--- src/sce_pkg.sv ---
// ----------------------------------------------------------------------------
// sce_pkg
// Shared types and constants for the spinal code encoder: hash constants,
// register indexes, controller states and the command/status bundles.
// ----------------------------------------------------------------------------
package sce_pkg;

  // Hash constants
  localparam logic [31:0] MixC1   = 32'hcc9e2d51;
  localparam logic [31:0] MixC2   = 32'h1b873593;
  localparam logic [31:0] MixC3   = 32'h85ebca6b;
  localparam logic [31:0] MixC4   = 32'hc2b2ae35;
  localparam logic [31:0] PassInc = 32'h9e3779b1;  // 2654435761
  localparam logic [31:0] PassMul = 32'h045d9f3b;

  localparam logic [3:0] MaxPasses  = 4'd8;
  localparam logic [3:0] MaxSymBits = 4'd8;
  localparam logic [3:0] SymBitsRst = 4'd4;
  localparam logic [3:0] PassesRst  = 4'd2;

  // Configuration register indexes
  localparam logic [0:0] RegSymbolBits = 1'b0;
  localparam logic [0:0] RegPasses     = 1'b1;

  typedef enum logic [3:0] {
    ST_IDLE,
    ST_SHIFT,
    ST_MIX0,
    ST_MIX1,
    ST_MIX2,
    ST_MIX3,
    ST_HASH0,
    ST_HASH1,
    ST_EMIT
  } state_e;

  typedef enum logic [2:0] {
    MUL_NONE,
    MUL_MIX0,
    MUL_MIX1,
    MUL_MIX2,
    MUL_MIX3,
    MUL_HASH0,
    MUL_HASH1
  } mul_op_e;

  typedef struct packed {
    logic    load_byte;
    logic    shift_bit;
    mul_op_e mul_op;
    logic    load_out;
    logic    clear_msg;
  } cmd_t;

  typedef struct packed {
    logic take;       // current shift completes a symbol
    logic left_one;   // one message bit left in the byte
    logic left_zero;  // byte fully consumed
    logic last_pass;
    logic out_busy;
    logic last;
  } status_t;

endpackage

--- src/sce_ctrl.sv ---
// ----------------------------------------------------------------------------
// sce_ctrl
// Sequencer: shifts message bits, runs the spine mix and one hash per pass,
// and hands each coded bit to the output register.
// ----------------------------------------------------------------------------
module sce_ctrl import sce_pkg::*; (
  input  logic    clk_i,
  input  logic    rst_ni,
  input  logic    in_valid_i,
  output logic    in_ready_o,
  input  status_t status_i,
  output cmd_t    cmd_o,
  output state_e  state_o
);

  state_e state_q, state_d;

  always_ff @(posedge clk_i or negedge rst_ni) begin
    if (!rst_ni) begin
      state_q <= ST_IDLE;
    end else begin
      state_q <= state_d;
    end
  end

  always_comb begin
    state_d    = state_q;
    cmd_o      = '0;
    cmd_o.mul_op = MUL_NONE;
    in_ready_o = 1'b0;
    unique case (state_q)
      ST_IDLE: begin
        in_ready_o = 1'b1;
        if (in_valid_i) begin
          cmd_o.load_byte = 1'b1;
          state_d = ST_SHIFT;
        end
      end
      ST_SHIFT: begin
        cmd_o.shift_bit = 1'b1;
        if (status_i.take) begin
          state_d = ST_MIX0;
        end else if (status_i.left_one) begin
          state_d = ST_IDLE;
        end
      end
      ST_MIX0: begin
        cmd_o.mul_op = MUL_MIX0;
        state_d = ST_MIX1;
      end
      ST_MIX1: begin
        cmd_o.mul_op = MUL_MIX1;
        state_d = ST_MIX2;
      end
      ST_MIX2: begin
        cmd_o.mul_op = MUL_MIX2;
        state_d = ST_MIX3;
      end
      ST_MIX3: begin
        cmd_o.mul_op = MUL_MIX3;
        state_d = ST_HASH0;
      end
      ST_HASH0: begin
        cmd_o.mul_op = MUL_HASH0;
        state_d = ST_HASH1;
      end
      ST_HASH1: begin
        cmd_o.mul_op = MUL_HASH1;
        state_d = ST_EMIT;
      end
      ST_EMIT: begin
        // hold until the output register can take the coded bit
        if (!status_i.out_busy) begin
          cmd_o.load_out = 1'b1;
          if (!status_i.last_pass) begin
            state_d = ST_HASH0;
          end else if (!status_i.left_zero) begin
            state_d = ST_SHIFT;
          end else begin
            cmd_o.clear_msg = status_i.last;
            state_d = ST_IDLE;
          end
        end
      end
      default: state_d = ST_IDLE;
    endcase
  end

  assign state_o = state_q;

endmodule

--- src/sce_datapath.sv ---
// ----------------------------------------------------------------------------
// sce_datapath
// Configuration registers, bit shifter, spine and pass hash around one
// shared 32x32 multiplier, and the output register.
// ----------------------------------------------------------------------------
module sce_datapath import sce_pkg::*; (
  input  logic       clk_i,
  input  logic       rst_ni,
  input  logic       cfg_we_i,
  input  logic [0:0] cfg_index_i,
  input  logic [3:0] cfg_wdata_i,
  input  logic [7:0] data_byte_i,
  input  logic       message_end_i,
  input  cmd_t       cmd_i,
  output status_t    status_o,
  output logic       out_valid_o,
  input  logic       out_ready_i,
  output logic       coded_bit_o,
  output logic [2:0] pass_number_o,
  output logic       run_end_o,
  output logic       message_done_o
);

  logic [3:0]  cfg_k_q, cfg_np_q;
  logic [3:0]  k_eff, np_eff;
  logic [7:0]  byte_q;
  logic        last_q;
  logic [3:0]  left_q, left_new;
  logic [7:0]  pend_bits_q, pend_new;
  logic [3:0]  pend_cnt_q, cnt_new;
  logic [7:0]  sym_q;
  logic        final_q;
  logic [31:0] spine_q, x_q, h_q, h_d;
  logic [2:0]  pass_q;
  logic        more;
  logic [31:0] mul_a, mul_b, prod;
  logic        out_valid_q, coded_q, run_end_q, done_q;
  logic [2:0]  pass_out_q;

  // Clamp the configuration into its meaningful range
  always_comb begin
    k_eff = cfg_k_q;
    if (cfg_k_q == 4'd0) k_eff = 4'd1;
    if (cfg_k_q > MaxSymBits) k_eff = MaxSymBits;
    np_eff = cfg_np_q;
    if (cfg_np_q == 4'd0) np_eff = 4'd1;
    if (cfg_np_q > MaxPasses) np_eff = MaxPasses;
  end

  always_ff @(posedge clk_i or negedge rst_ni) begin
    if (!rst_ni) begin
      cfg_k_q  <= SymBitsRst;
      cfg_np_q <= PassesRst;
    end else if (cfg_we_i) begin
      if (cfg_index_i == RegSymbolBits) cfg_k_q  <= cfg_wdata_i;
      if (cfg_index_i == RegPasses)     cfg_np_q <= cfg_wdata_i;
    end
  end

  assign left_new = left_q - 4'd1;
  assign pend_new = {pend_bits_q[6:0], byte_q[7]};
  assign cnt_new  = pend_cnt_q + 4'd1;
  assign more     = (left_new >= k_eff) || (last_q && (left_new != 4'd0));

  assign status_o.take      = (cnt_new >= k_eff) || ((left_new == 4'd0) && last_q);
  assign status_o.left_one  = (left_q == 4'd1);
  assign status_o.left_zero = (left_q == 4'd0);
  assign status_o.last_pass = ({1'b0, pass_q} == (np_eff - 4'd1));
  assign status_o.out_busy  = out_valid_q && !out_ready_i;
  assign status_o.last      = last_q;

  // Shared multiplier: operand and constant picked by the current step
  always_comb begin
    mul_a = h_q;
    mul_b = PassMul;
    case (cmd_i.mul_op)
      MUL_MIX0:  begin mul_a = {24'd0, sym_q};         mul_b = MixC1; end
      MUL_MIX1:  begin mul_a = h_q;                    mul_b = MixC2; end
      MUL_MIX2:  begin mul_a = h_q;                    mul_b = MixC3; end
      MUL_MIX3:  begin mul_a = h_q;                    mul_b = MixC4; end
      MUL_HASH0: begin mul_a = x_q ^ (x_q >> 16);      mul_b = PassMul; end
      MUL_HASH1: begin mul_a = h_q ^ (h_q >> 16);      mul_b = PassMul; end
      default:   begin mul_a = h_q;                    mul_b = PassMul; end
    endcase
  end

  assign prod = mul_a * mul_b;

  always_comb begin
    h_d = h_q;
    case (cmd_i.mul_op)
      MUL_MIX0: h_d = {(spine_q[16:0] ^ prod[16:0]), (spine_q[31:17] ^ prod[31:17])};
      MUL_MIX1: h_d = prod ^ (prod >> 16);
      MUL_MIX2: h_d = prod ^ (prod >> 13);
      MUL_MIX3: h_d = prod ^ (prod >> 16);
      MUL_HASH0, MUL_HASH1: h_d = prod;
      default:  h_d = h_q;
    endcase
  end

  always_ff @(posedge clk_i) begin
    h_q <= h_d;
    if (cmd_i.load_byte) begin
      byte_q <= data_byte_i;
      last_q <= message_end_i;
    end else if (cmd_i.shift_bit) begin
      byte_q <= {byte_q[6:0], 1'b0};
    end
    if (cmd_i.shift_bit && status_o.take) begin
      sym_q   <= pend_new;
      final_q <= !more;
    end
    if (cmd_i.mul_op == MUL_MIX3) begin
      x_q <= h_d;
    end else if (cmd_i.load_out && !status_o.last_pass) begin
      x_q <= x_q + PassInc;
    end
  end

  always_ff @(posedge clk_i or negedge rst_ni) begin
    if (!rst_ni) begin
      left_q      <= 4'd0;
      pend_bits_q <= 8'd0;
      pend_cnt_q  <= 4'd0;
      spine_q     <= 32'd0;
      pass_q      <= 3'd0;
    end else begin
      if (cmd_i.load_byte) begin
        left_q <= 4'd8;
      end else if (cmd_i.shift_bit) begin
        left_q <= left_new;
        if (status_o.take) begin
          pend_bits_q <= 8'd0;
          pend_cnt_q  <= 4'd0;
        end else begin
          pend_bits_q <= pend_new;
          pend_cnt_q  <= cnt_new;
        end
      end
      if (cmd_i.mul_op == MUL_MIX3) begin
        spine_q <= h_d;
        pass_q  <= 3'd0;
      end else if (cmd_i.clear_msg) begin
        spine_q <= 32'd0;
      end else if (cmd_i.load_out && !status_o.last_pass) begin
        pass_q <= pass_q + 3'd1;
      end
    end
  end

  // Output register
  always_ff @(posedge clk_i or negedge rst_ni) begin
    if (!rst_ni) begin
      out_valid_q <= 1'b0;
    end else if (cmd_i.load_out) begin
      out_valid_q <= 1'b1;
    end else if (out_ready_i) begin
      out_valid_q <= 1'b0;
    end
  end

  always_ff @(posedge clk_i) begin
    if (cmd_i.load_out) begin
      coded_q    <= h_q[0] ^ h_q[16];
      pass_out_q <= pass_q;
      run_end_q  <= final_q && status_o.last_pass;
      done_q     <= final_q && status_o.last_pass && last_q;
    end
  end

  assign out_valid_o    = out_valid_q;
  assign coded_bit_o    = coded_q;
  assign pass_number_o  = pass_out_q;
  assign run_end_o      = run_end_q;
  assign message_done_o = done_q;

endmodule

--- src/spinal_code_encoder.sv ---
// ----------------------------------------------------------------------------
// spinal_code_encoder
// Spinal code encoder: message bytes in, one coded bit per symbol and pass out.
// ----------------------------------------------------------------------------
// Input channel: one message byte per transaction (in_valid_i/in_ready_o),
// MSB first; message_end_i marks the final byte of a message. Output channel:
// one coded bit per transaction (out_valid_o/out_ready_i) with its pass index,
// run_end_o on the last bit caused by a byte, message_done_o on the last bit
// of the message. Configuration writes (cfg_we_i) take effect at once and
// must be made while the block is idle; the block itself does not enforce it.
// Sequence: a byte is taken in the idle step, then each of its 8 bits is
// shifted in turn; each completed symbol runs the spine mix (MIX0 to MIX3),
// then per pass two multiplier steps (HASH0, HASH1) and one emit, all through
// one shared 32x32 multiplier. The first coded bit of a symbol is loaded into
// the output register at the emit step after HASH0 and HASH1.
// Reset clears the spine, the pending symbol bits, the output valid flag and
// restores symbol_bits = 4, passes = 2. When the receiver stalls, the coded
// bit holds in the output register and the sequencer waits at its emit step.
// ----------------------------------------------------------------------------
module spinal_code_encoder import sce_pkg::*; (
  input  logic       clk_i,
  input  logic       rst_ni,
  input  logic       cfg_we_i,
  input  logic [0:0] cfg_index_i,
  input  logic [3:0] cfg_wdata_i,
  input  logic       in_valid_i,
  output logic       in_ready_o,
  input  logic [7:0] data_byte_i,
  input  logic       message_end_i,
  output logic       out_valid_o,
  input  logic       out_ready_i,
  output logic       coded_bit_o,
  output logic [2:0] pass_number_o,
  output logic       run_end_o,
  output logic       message_done_o
);

  cmd_t    cmd;
  status_t status;
  state_e  state;

  sce_ctrl u_ctrl (
    .clk_i      (clk_i),
    .rst_ni     (rst_ni),
    .in_valid_i (in_valid_i),
    .in_ready_o (in_ready_o),
    .status_i   (status),
    .cmd_o      (cmd),
    .state_o    (state)
  );

  sce_datapath u_dp (
    .clk_i          (clk_i),
    .rst_ni         (rst_ni),
    .cfg_we_i       (cfg_we_i),
    .cfg_index_i    (cfg_index_i),
    .cfg_wdata_i    (cfg_wdata_i),
    .data_byte_i    (data_byte_i),
    .message_end_i  (message_end_i),
    .cmd_i          (cmd),
    .status_o       (status),
    .out_valid_o    (out_valid_o),
    .out_ready_i    (out_ready_i),
    .coded_bit_o    (coded_bit_o),
    .pass_number_o  (pass_number_o),
    .run_end_o      (run_end_o),
    .message_done_o (message_done_o)
  );

  // A coded bit never overwrites one the receiver has not taken
  assert property (@(posedge clk_i) disable iff (!rst_ni)
    cmd.load_out |-> !(out_valid_o && !out_ready_i))
    else $error("output register overwritten while stalled");

  // End of message is always the end of a byte's run
  assert property (@(posedge clk_i) disable iff (!rst_ni)
    out_valid_o && message_done_o |-> run_end_o)
    else $error("message_done without run_end");

  // An accepted byte keeps the input side closed in the next cycle
  assert property (@(posedge clk_i) disable iff (!rst_ni)
    in_valid_i && in_ready_o |=> !in_ready_o && state == ST_SHIFT)
    else $error("input accepted without starting the shift");

endmodule

--- config.mk ---
export PLATFORM = sky130hd
export DESIGN_NAME = spinal_code_encoder
export DESIGN_NICKNAME = d
export VERILOG_FILES = /design/src/sce_pkg.sv /design/src/sce_ctrl.sv /design/src/sce_datapath.sv /design/src/spinal_code_encoder.sv
export SDC_FILE = /design/constraint.sdc
export NUM_CORES = 1
export LEC_CHECK = 0
export ABC_AREA = 1
export ABC_CLOCK_PERIOD_IN_PS = 13800
export BUFFER_PORTS_ARGS = -buffer_cell sky130_fd_sc_hd__buf_2
export CORE_UTILIZATION = 35
export DETAILED_ROUTE_END_ITERATION = 16
export PLACE_DENSITY_LB_ADDON = 0.12
export SKIP_LAST_GASP = 1
export SYNTH_ARGS = -nofsm -noshare
export SYNTH_HDL_FRONTEND = slang
export SYNTH_HIERARCHICAL = 1
export SYNTH_SLANG_ARGS = --single-unit
--- constraint.sdc ---
create_clock -name clk_i -period 13.8 [get_ports clk_i]
set_input_delay 2.76 -clock clk_i [delete_from_list [all_inputs] [get_ports clk_i]]
set_output_delay 2.76 -clock clk_i [all_outputs]
set_load 0.01 [all_outputs]
* After elaboration in Yosys (flattened, before gate mapping)
Index checks and enable logic that the tools add are counted.
** Storage, ports and cells
- Register bits after elaboration :: 151
- Bits of input ports :: 19
** Operators by class
- Add/sub/neg operators :: 5
- $mul :: 1
- $lt $le $gt $ge :: 4
- Equal/unequal tests :: 20
- Mux-type cells :: 38
- Bitwise logic cells :: 9
- Reductions and logical operators :: 29
** Operator list (count)
- 32-bit case mux with 4 select lines :: 2
- 32-bit 2-to-1 mux :: 4
- 32-bit case mux with 3 select lines :: 1
- 32-bit by 16-bit bitwise XOR with 32-bit output :: 3
- 4-bit 2-to-1 mux :: 12
- 4-bit case mux with 9 select lines :: 1
- 32-bit adder, second input constant :: 1
- 32-bit by 32-bit multiplier with 32-bit output :: 1
- 32-bit by 19-bit bitwise XOR with 32-bit output :: 1
- 4-bit logical NOT :: 5
- 3-bit case mux with 6 select lines :: 1
- 17-bit bitwise XOR :: 1
- 4-bit by 3-bit == test with 1-bit output, second input constant :: 4
- 8-bit 2-to-1 mux :: 2
- 15-bit bitwise XOR :: 1
- 3-bit == test, second input constant :: 3
- 1-bit 2-to-1 mux :: 9
- 3-bit 2-to-1 mux :: 3
- 4-bit by 1-bit == test with 1-bit output, second input constant :: 2
- 4-bit by 2-bit == test with 1-bit output, second input constant :: 2
- 4-bit >= comparator :: 2
- 4-bit > comparator, second input constant :: 2
- 2-bit AND reduction :: 4
- 2-bit nonzero test :: 4
- other kinds (20) :: 35

* Depth between registers and ports, before layout
Gate-level depths: netlist of run 1.
- Depth after elaboration :: 12
- Depth in mapped cells :: 52

* By module
Netlist of run 1, hierarchy kept.
** Modules (own cells, without submodules)
- sce_datapath :: times used 1, cells an instance 3079, area each 24238.2 um^2
- sce_ctrl :: times used 1, cells an instance 54, area each 346.6 um^2

* Worst setup path before layout of run 1
No wires, ideal clock.
- Kind :: register -> register
- Start point :: register u_ctrl.state_q[2] (netlist: u_ctrl/state_o[2])
- End point :: register u_dp.x_q[10] (data pin)
- Setup time :: 0.256 ns
- Arrival time :: 8.539 ns
- Data required time :: 13.544 ns
- Slack :: 5.005 ns
- Cell stages (with the launch flop) :: 38
- Period minus slack after synthesis :: 8.795 ns
- Cell sequence :: dfrtp_1 > inv_1 > nor2_2 > inv_1 > nor2_1 > nor2_2 > nand2_4 > buf_6 > nand2_4 > nor2_4 > buf_1 > buf_1 > nand2_1 > fa_1 > inv_1 > fa_1 > fa_1 > inv_1 > [... 2 more ...] > fa_1 > fa_1 > fa_1 > fa_1 > ha_1 > nand2_1 > nor4_1 > nand3_1 > nand3_1 > inv_1 > o21ai_0 > xnor2_1 > or2_2 > nand3_1 > o21ai_0 > a211o_1 > nand2_1 > nand2_1
** RTL lines
- from (decl) :: line sce_ctrl.sv:16 : state_e state_q, state_d;
- from (signal assigned) :: line sce_ctrl.sv:22 : state_q <= state_d;
- to (signal assigned) :: line sce_datapath.sv:116 : x_q <= x_q + PassInc;
- to (decl) :: line sce_datapath.sv:33 : logic [31:0] spine_q, x_q, h_q, h_d;

==> results of run 1 <==
Yosys cell counts (all sizes together), types with 2 or more instances:
cell type | number | area share [%]
a211o | 2 | 0.071
a211oi | 3 | 0.092
a21boi | 4 | 0.12
a21o | 6 | 0.18
a21oi | 61 | 1.2
a31oi | 5 | 0.13
buf | 37 | 0.88
clkbuf | 35 | 0.53
clkinv | 2 | 0.031
dfrtp | 61 | 6.2
dfstp | 2 | 0.21
dfxtp | 32 | 2.6
edfxtp | 56 | 6.8
fa | 407 | 33
ha | 136 | 6.9
inv | 803 | 12
nand2 | 745 | 12
nand3 | 176 | 4.1
nand3b | 10 | 0.31
nand4 | 17 | 0.49
nor2 | 261 | 4.2
nor3 | 17 | 0.35
nor3b | 2 | 0.061
nor4 | 2 | 0.051
o2111a | 2 | 0.092
o2111ai | 5 | 0.18
o211ai | 8 | 0.31
o21a | 2 | 0.061
o21ai | 117 | 2.4
o21bai | 4 | 0.12
o221ai | 8 | 0.31
o22ai | 9 | 0.37
o31ai | 8 | 0.24
o32ai | 2 | 0.071
or2 | 16 | 0.41
xnor2 | 32 | 1.2
xor2 | 31 | 1.1
cell families (layout without fill, tap and decap cells):
family | count (synthesis) | count (layout) | share of synthesized area [%]
AO/OA/AOI/OAI | 251 | 251 | 6.21
AND/OR/NAND/NOR | 1247 | 1247 | 21.8
buffers and inverters | 877 | 889 | 13.7
flip-flops | 151 | 151 | 15.9
XOR/XNOR | 63 | 63 | 2.27
adder cells (fa/ha/maj) | 543 | 543 | 40.1
multiplexers | 1 | 1 | 0.0407
worst max-delay path, delay by kind of cell (launching register included):
kind / cells / cell delay (ns)
AND/OR/NAND/NOR: 17 / 4.36
adder cells (fa/ha/maj): 9 / 3.79
flip-flops: 1 / 0.42
buffers and inverters: 11 / 1.67
AO/OA/AOI/OAI: 2 / 0.53
XOR/XNOR: 1 / 0.27
worst max path at each step:
stage                         to  cells after the start
floorplan           u_dp/x_q[10]                     37
global placement    u_dp/x_q[14]                     39
detailed placement  u_dp/x_q[14]                     39
CTS                 u_dp/x_q[14]                     39
global route        u_dp/x_q[14]                     33
finish              u_dp/x_q[14]                     40
final cells by class:
class / count / area share (%)
multi-input cells: 2105 / 65.7
repair buffers: 52 / 1.26
well taps: 931 / 4.42
clock buffers: 21 / 1.91
inverters: 805 / 11.5
clock inverters: 11 / 0.375
flip-flops and latches: 151 / 14.8
registers in the layout, summed over array words and instances, names as in the netlist:
| signal | count |
|---|---|
| u_dp/pass_q | 3 |
| u_dp/byte_q | 8 |
| u_dp/h_q | 32 |
| u_dp/cfg_k_q | 4 |
| u_dp/sym_q | 8 |
| u_ctrl/state_o | 4 |
| u_dp/pend_bits_q | 7 |
| u_dp/out_valid_o | 1 |
| u_dp/message_done_o | 1 |
| u_dp/pend_cnt_q | 4 |
| u_dp/coded_bit_o | 1 |
| u_dp/pass_number_o | 3 |
| u_dp/last_q | 1 |
| u_dp/cfg_np_q | 4 |
| u_dp/run_end_o | 1 |
| u_dp/spine_q | 32 |
| u_dp/left_q | 4 |
| u_dp/x_q | 32 |
| u_dp/final_q | 1 |
through the flow:
stage	setup WS (ns)	hold WS, ns	util (%)	area, um2
floorplan	5.01	0.425	-	24600
global placement	1.89	0.430	37.3	25700
detailed placement	1.66	0.432	37.3	25700
CTS	1.62	0.450	38.1	26300
global route	1.95	0.463	38.2	26400
finish	2.47	0.448	38.2	26400
layer usage:
layer	routed length (um)	vias to the layer above	GRT usage, %
met5	0	-	0
met4	2980	0	8.34
met1	43000	10400	38.9
met3	5580	109	3.28
met2	44800	739	45.6
li1	-	9374	-
==> results, run 1 <==
- The slowest library cell on the worst path is sky130_fd_sc_hd__nor2_2.
- The floorplan step defined a core boundary enclosing 69100 um2.
- STA classifies the critical path endpoint as a flip-flop.
- During I/O placement, the number of pins put on the boundary was 27.
- In this run the critical register-to-register path is captured at u_dp/x_q[14].
- Data arrives at the worst endpoint at 11.53 ns.
- Entering global routing, the biggest net connects 64 pins.
- Row generation in the floorplan step produced 96 rows.
- The count of hold-fix buffers inserted at cts is 0.
- The via count of the first global-routing pass came to roughly 21000.
- The run finished with clean final reports.
- Setup repair after global routing left no endpoint under its margin.
- Post-CTS repair changed the size of 0 cells.
- The non-filler instance count after layout is 4076.
- The die boundary width is between 200 and 300 um.
- The detailed-route wire length is 96400 um.
- Counting along the longest clock path gives a buffer depth of 2.
- Once the floorplan was initialized, standard cells occupied between 30 and 40% of the core.
- The number of endpoints with negative hold slack in the final report is 0.
- In this run the critical register-to-register path is launched from u_ctrl/state_o[2].
- Counting flops and latches in the post-synthesis netlist gives approximately 150.
- The die is approximately 270 um tall.
- The final net count is between 3000 and 4000.
- Yosys mapped a number of flops with a built-in enable equal to 56.
- The number of instances in the synthesized netlist is between 3000 and 4000.
- The placer congestion estimate is a little under 1.
- The H-tree generated during clock tree synthesis spans 4 levels.
- The final worst-path cycle share is between 80% and 90%.
- Summing all multi-input logic gate instances after layout gives ~17000 um2.
- The largest single stage delay on the critical path is just under 0.7 ns.
- Setup total negative slack on the finished layout was measured at 0 ns.
- STA puts the critical path data required time at roughly 14 ns.
- The pre-antenna-repair detailed-routing pass consisted of 6 iterations.
- Compared with the post-synthesis result, the final layout area differs by 7.19%.
- The global-route wire length before repair is roughly 140000 um.
- Of all nets on the critical path, the largest fanout is 16.
- Setup violations remaining at the end of the flow were counted as 0.
- The number of pins exceeding their max-slew limit in the final report is 0.
- The violation count after the first detailed-route iteration is approximately 1900.
- The net count of the mapped netlist is about 3700.
- The sequential cell area is between 3000 and 4000 um2.
- The initial antenna violation count is 0.
- The critical path class is flip-flop to flip-flop.
- The number of antenna diodes in the final layout is 0.
- On the final layout, the worst clock skew is approximately 0.0087 ns.
- The primary flip-flop cell chosen by synthesis mapping is sky130_fd_sc_hd__dfrtp_1.
- At the pin with the least slew margin, the transition time is 1.10 ns.
- The logic depth of the worst register-to-register path is 40.
- The number of fill cells is 7229.
- The total track usage is about 28%.
- The average instance in the mapped netlist occupies about 7.8 um2.
- The worst hold path endpoint is u_dp/sym_q[2].
- Dividing the detail-routed via count by the number of cells gives 5.05.
- The final critical delay including setup and external delays is between 10 and 15 ns.
- The overall via count from detail_route is about 20000.
- The count of unique library cells instantiated by Yosys is 64.
- The critical path launch point is u_ctrl/state_o[2].
- For this run, the number of Yosys warnings is 6.
- The count of maximum capacitance violations is 0.
- The library cell used most frequently in the layout, excluding fill and tap cells, is sky130_fd_sc_hd__inv_1.
- The number of clock buffers inserted by TritonCTS is 17.
- The dominant cell type by count on the critical path is sky130_fd_sc_hd__inv_1.
- The share of post-route cells with drive strength above 1 is under 10%.
- In this run the cell area of the synthesized design comes to about 25000 um2.
- The highest attainable clock frequency is around 90 MHz.
- The later pin in the worst-skew pair is clocked with a latency of roughly 0.45 ns.
- The worst max-slew margin expressed relative to the limit is 26.4%.
- The worst hold path belongs to the class flip-flop to flip-flop.
- The number of setup buffers added after CTS is 0.
- CTS saw around 150 sinks.
- Global routing finished with a remaining overflow of 0.
- The library cells used most frequently in the layout, excluding fill and tap cells, are sky130_fd_sc_hd__inv_1 (782), sky130_fd_sc_hd__nand2_1 (720), sky130_fd_sc_hd__fa_1 (407).
- The count of buffers added on input and output ports is 26.
- The worst hold path cell count is 0.
- The master cell of the clock root buffer is sky130_fd_sc_hd__clkbuf_16.
- In this run the register-to-register setup slack is 2.47 ns.
- After clock tree synthesis, the clock-pin slew on the worst setup and hold paths is ~0.070 ns.
- The placed wire-length estimate is 80000 um.
- Dividing the detail-routed wire length by the instance count gives about 24 um.
- In this run, placement finished with an instance count of between 4000 and 5000.
- The final routed DRC violation total is 0.
- The worst setup path is launched from a flip-flop.
- The detail route stage leaves a number of antenna-violating nets equal to 0.
- In this run the most critical hold path is launched from u_dp/pend_bits_q[1].
- The share of synthesized flip-flops with an asynchronous set or reset is roughly two fifths.
- The TritonCTS clock tree is built.
- The sequential cell area fraction in the yosys report is approximately 16%.
- The die covers 71300 um2.
Power of run 1 is not shown: default switching activity piles up to over one toggle a cycle in this logic, so the estimate is an artifact.
==> run 2: changes to the inputs <==
- ABC_CLOCK_PERIOD_IN_PS: 13800 -> 11300
- clock period: 13.8 -> 11.3 ns (I/O delays scaled with it)
==> run 2 against run 1 <==
Critical path depth down 2. Global-route usage rose by 0.61 points. Sequential cell count unchanged. Largest cell class unchanged. Clock skew rose by 0.0043 ns. Die area unchanged. Routed wire length up 2.1%. Highest routed layer is now met5.
==> results, run 2 (same netlist as run 1, synthesis figures left out) <==
- Setup repair after global routing left no endpoint under its margin.
- The number of pins exceeding their max-slew limit in the final report came to 0 (unchanged).
- The die area is 71300 um2 (unchanged).
- The worst min-delay path category is flip-flop to flip-flop.
- The setup skew after layout came to 0.0129 ns (+0.00426 ns).
- The final routed DRC violation total was 0 (unchanged).
- The slowest stage of the critical path belongs to the cell sky130_fd_sc_hd__o21ai_2.
- The worst register-to-register path begins at u_ctrl/state_o[3].
- The worst setup path is captured at a flip-flop.
- The placer congestion estimate is 0.956 (-1.5%).
- The worst hold path terminates at u_dp/sym_q[4].
- The boundary pin count is 27 (unchanged).
- The cell family contributing the most delay on the critical path is adder cells.
- The launching element type of the critical path is a flip-flop.
- The final worst-path cycle share is 94.8% (+13 points).
- TritonCTS built the clock tree.
- The largest registers in the layout are u_dp/h_q (32), u_dp/spine_q (32), u_dp/x_q (32).
- The placed wire-length estimate is 83700 um (+4.7%).
- The initial antenna violation count is 2 (+2).
- The highest attainable clock frequency is 93.4 MHz (+5.8%).
- The worst path required time is 11.49 ns (-2.51 ns).
- The overall die height was 267 um (unchanged).
- The logic depth of the worst register-to-register path is 38 (-5.0%).
- The area growth from synthesis to layout is 7.88%.
- The number of clock buffers inserted by TritonCTS is 17 (unchanged).
- The die boundary width is 267 um (unchanged).
- The share of post-route cells with drive strength above 1 is 7.02% (+0.82 points).
- The final worst hold slack is 0.456 ns (+0.00847 ns).
- The maximum level of the CTS H-tree was 4 (unchanged).
- The worst setup slack before clock tree synthesis is 0.743 ns (-0.918 ns).
- The antenna violation net count after detailed routing is 0 (unchanged).
- The detailed-route wire length is 98400 um (+2.1%).
- The final net count is 3725 (+0.84%).
- The final critical delay including setup and external delays is 10.71 ns (-0.617 ns).
- The total track usage came to 28.6% (+0.61 points).
- The vias per cell was 5.05 (about the same).
- The clock latency on the worst-skew pair came to 0.43 ns (-0.02 ns).
- The maximum fanout count along the critical path is 18 (+2).
- The total setup violations reported at the end of the flow is 0 (unchanged).
- The longest individual stage delay on the worst path is 0.86 ns (+0.18 ns).
- The row count is 96 (unchanged).
- The number of setup buffers added after CTS is 0 (unchanged).
- The number of endpoints with negative hold slack in the final report is 0 (unchanged).
- The flow ran to the end, and the final reports show no timing, DRC or antenna violations.
- The count of maximum capacitance violations is 0 (unchanged).
- The number of clock sinks is 151 (unchanged).
- The maximum count of clock buffers along a single path is 2 (unchanged).
- The actual transition at the worst max-transition pin is 0.966 ns (-0.137 ns).
- The clock slew at the register clock pins of the worst setup and hold paths was 0.06 ns (about the same).
- The least setup slack across all paths after layout was 0.591 ns (-1.88 ns).
- The number of iterations in the first detailed-routing pass came to 6 (unchanged).
- The setup slack of the worst register-to-register path is 0.59 ns (-1.88 ns).
- The count of buffer and inverter cells on the critical path was 9 (-2).
- The capture point of the worst reg-to-reg path is u_dp/x_q[14].
- The average detailed-routed wire length per instance was 24.0 um (+1.3%).
- The via count of the first global-routing pass was 21800 (+2.6%).
- The count of hold-fix buffers inserted at cts came to 0 (unchanged).
- The most common library cell in the layout ignoring fill and taps is sky130_fd_sc_hd__inv_1.
- The initial cell density of the core is 35.6% (unchanged).
- The worst max-slew margin expressed relative to the limit is 35.6% (+9.2 points).
- The number of cells upsized or downsized after cts is 0 (unchanged).
- The core utilization of the finished layout is 38.4% (+0.25 points).
- The global-route wire length before repair is 147000 um (+2.0%).
- The overall via count from detail_route is 20700 (+0.79%).
- In the layout the commonest cells are sky130_fd_sc_hd__inv_1 (782), sky130_fd_sc_hd__nand2_1 (721), sky130_fd_sc_hd__fa_1 (407).
- By startpoint and endpoint, the worst setup path is classified as flip-flop to flip-flop.
- In this run the most critical hold path is launched from u_dp/pend_bits_q[3].
- The worst hold path cell count was 0 (unchanged).
- The dominant cell type by count on the critical path is sky130_fd_sc_hd__fa_1.
- The leftover overflow at the end of global routing came to 0 (unchanged).
- CTS placed an instance of sky130_fd_sc_hd__clkbuf_16 at the clock tree root.
- The data arrival at the endpoint of the critical path is 10.90 ns (-0.63 ns).
- The total core area is 69100 um2 (unchanged).
- The sum of negative setup slack is 0 ns (unchanged).
- The pin count of the biggest net entering global routing is 64 (unchanged).
- The violation count after the first detailed-route iteration is 1598 (-14%).
- The count of buffers inserted at the top-level ports is 26 (unchanged).
[run 2: area by class of cell]
type	count	area [um2]
Timing Repair Buffer	83	558
Clock buffer	22	475
Fill cell	7287	42500
Clock inverter	10	68.8
Multi-Input combinational cell	2105	17300
Antenna cell	1	2.50
Tap cell	931	1160
Inverter	805	3030
Sequential cell	151	3900
[run 2: worst max path at each step]
stage	start	to	slack, ns	cells past startpoint
floorplan	u_ctrl/state_o[2]	u_dp/x_q[10]	2.51	37
global placement	u_ctrl/state_o[3]	u_dp/x_q[14]	0.24	38
detailed placement	u_ctrl/state_o[3]	u_dp/x_q[14]	0.74	40
CTS	u_ctrl/state_o[3]	u_dp/x_q[14]	0.68	40
global route	u_ctrl/state_o[3]	u_dp/x_q[14]	0.14	40
finish	u_ctrl/state_o[3]	u_dp/x_q[14]	0.59	38
[run 2: layer usage]
metal  track usage (%)  vias to the layer above  part of all wire [%]
met5                 0                        -                 0.016
met2              47.6                      697                    47
met3              4.00                      129                   6.0
met1              38.2                    10500                    43
li1                  -                     9432                     -
met4              9.49                        2                   3.6
[run 2: through the flow]
stage,std cells,instance area (um2)
after CTS,4107,26500
final,4108,26500
after floorplan,3133,24600
after global routing,4107,26500
after global placement,4075,26000
after detailed placement,4075,26000
Power of run 2 is left out for the same reason.
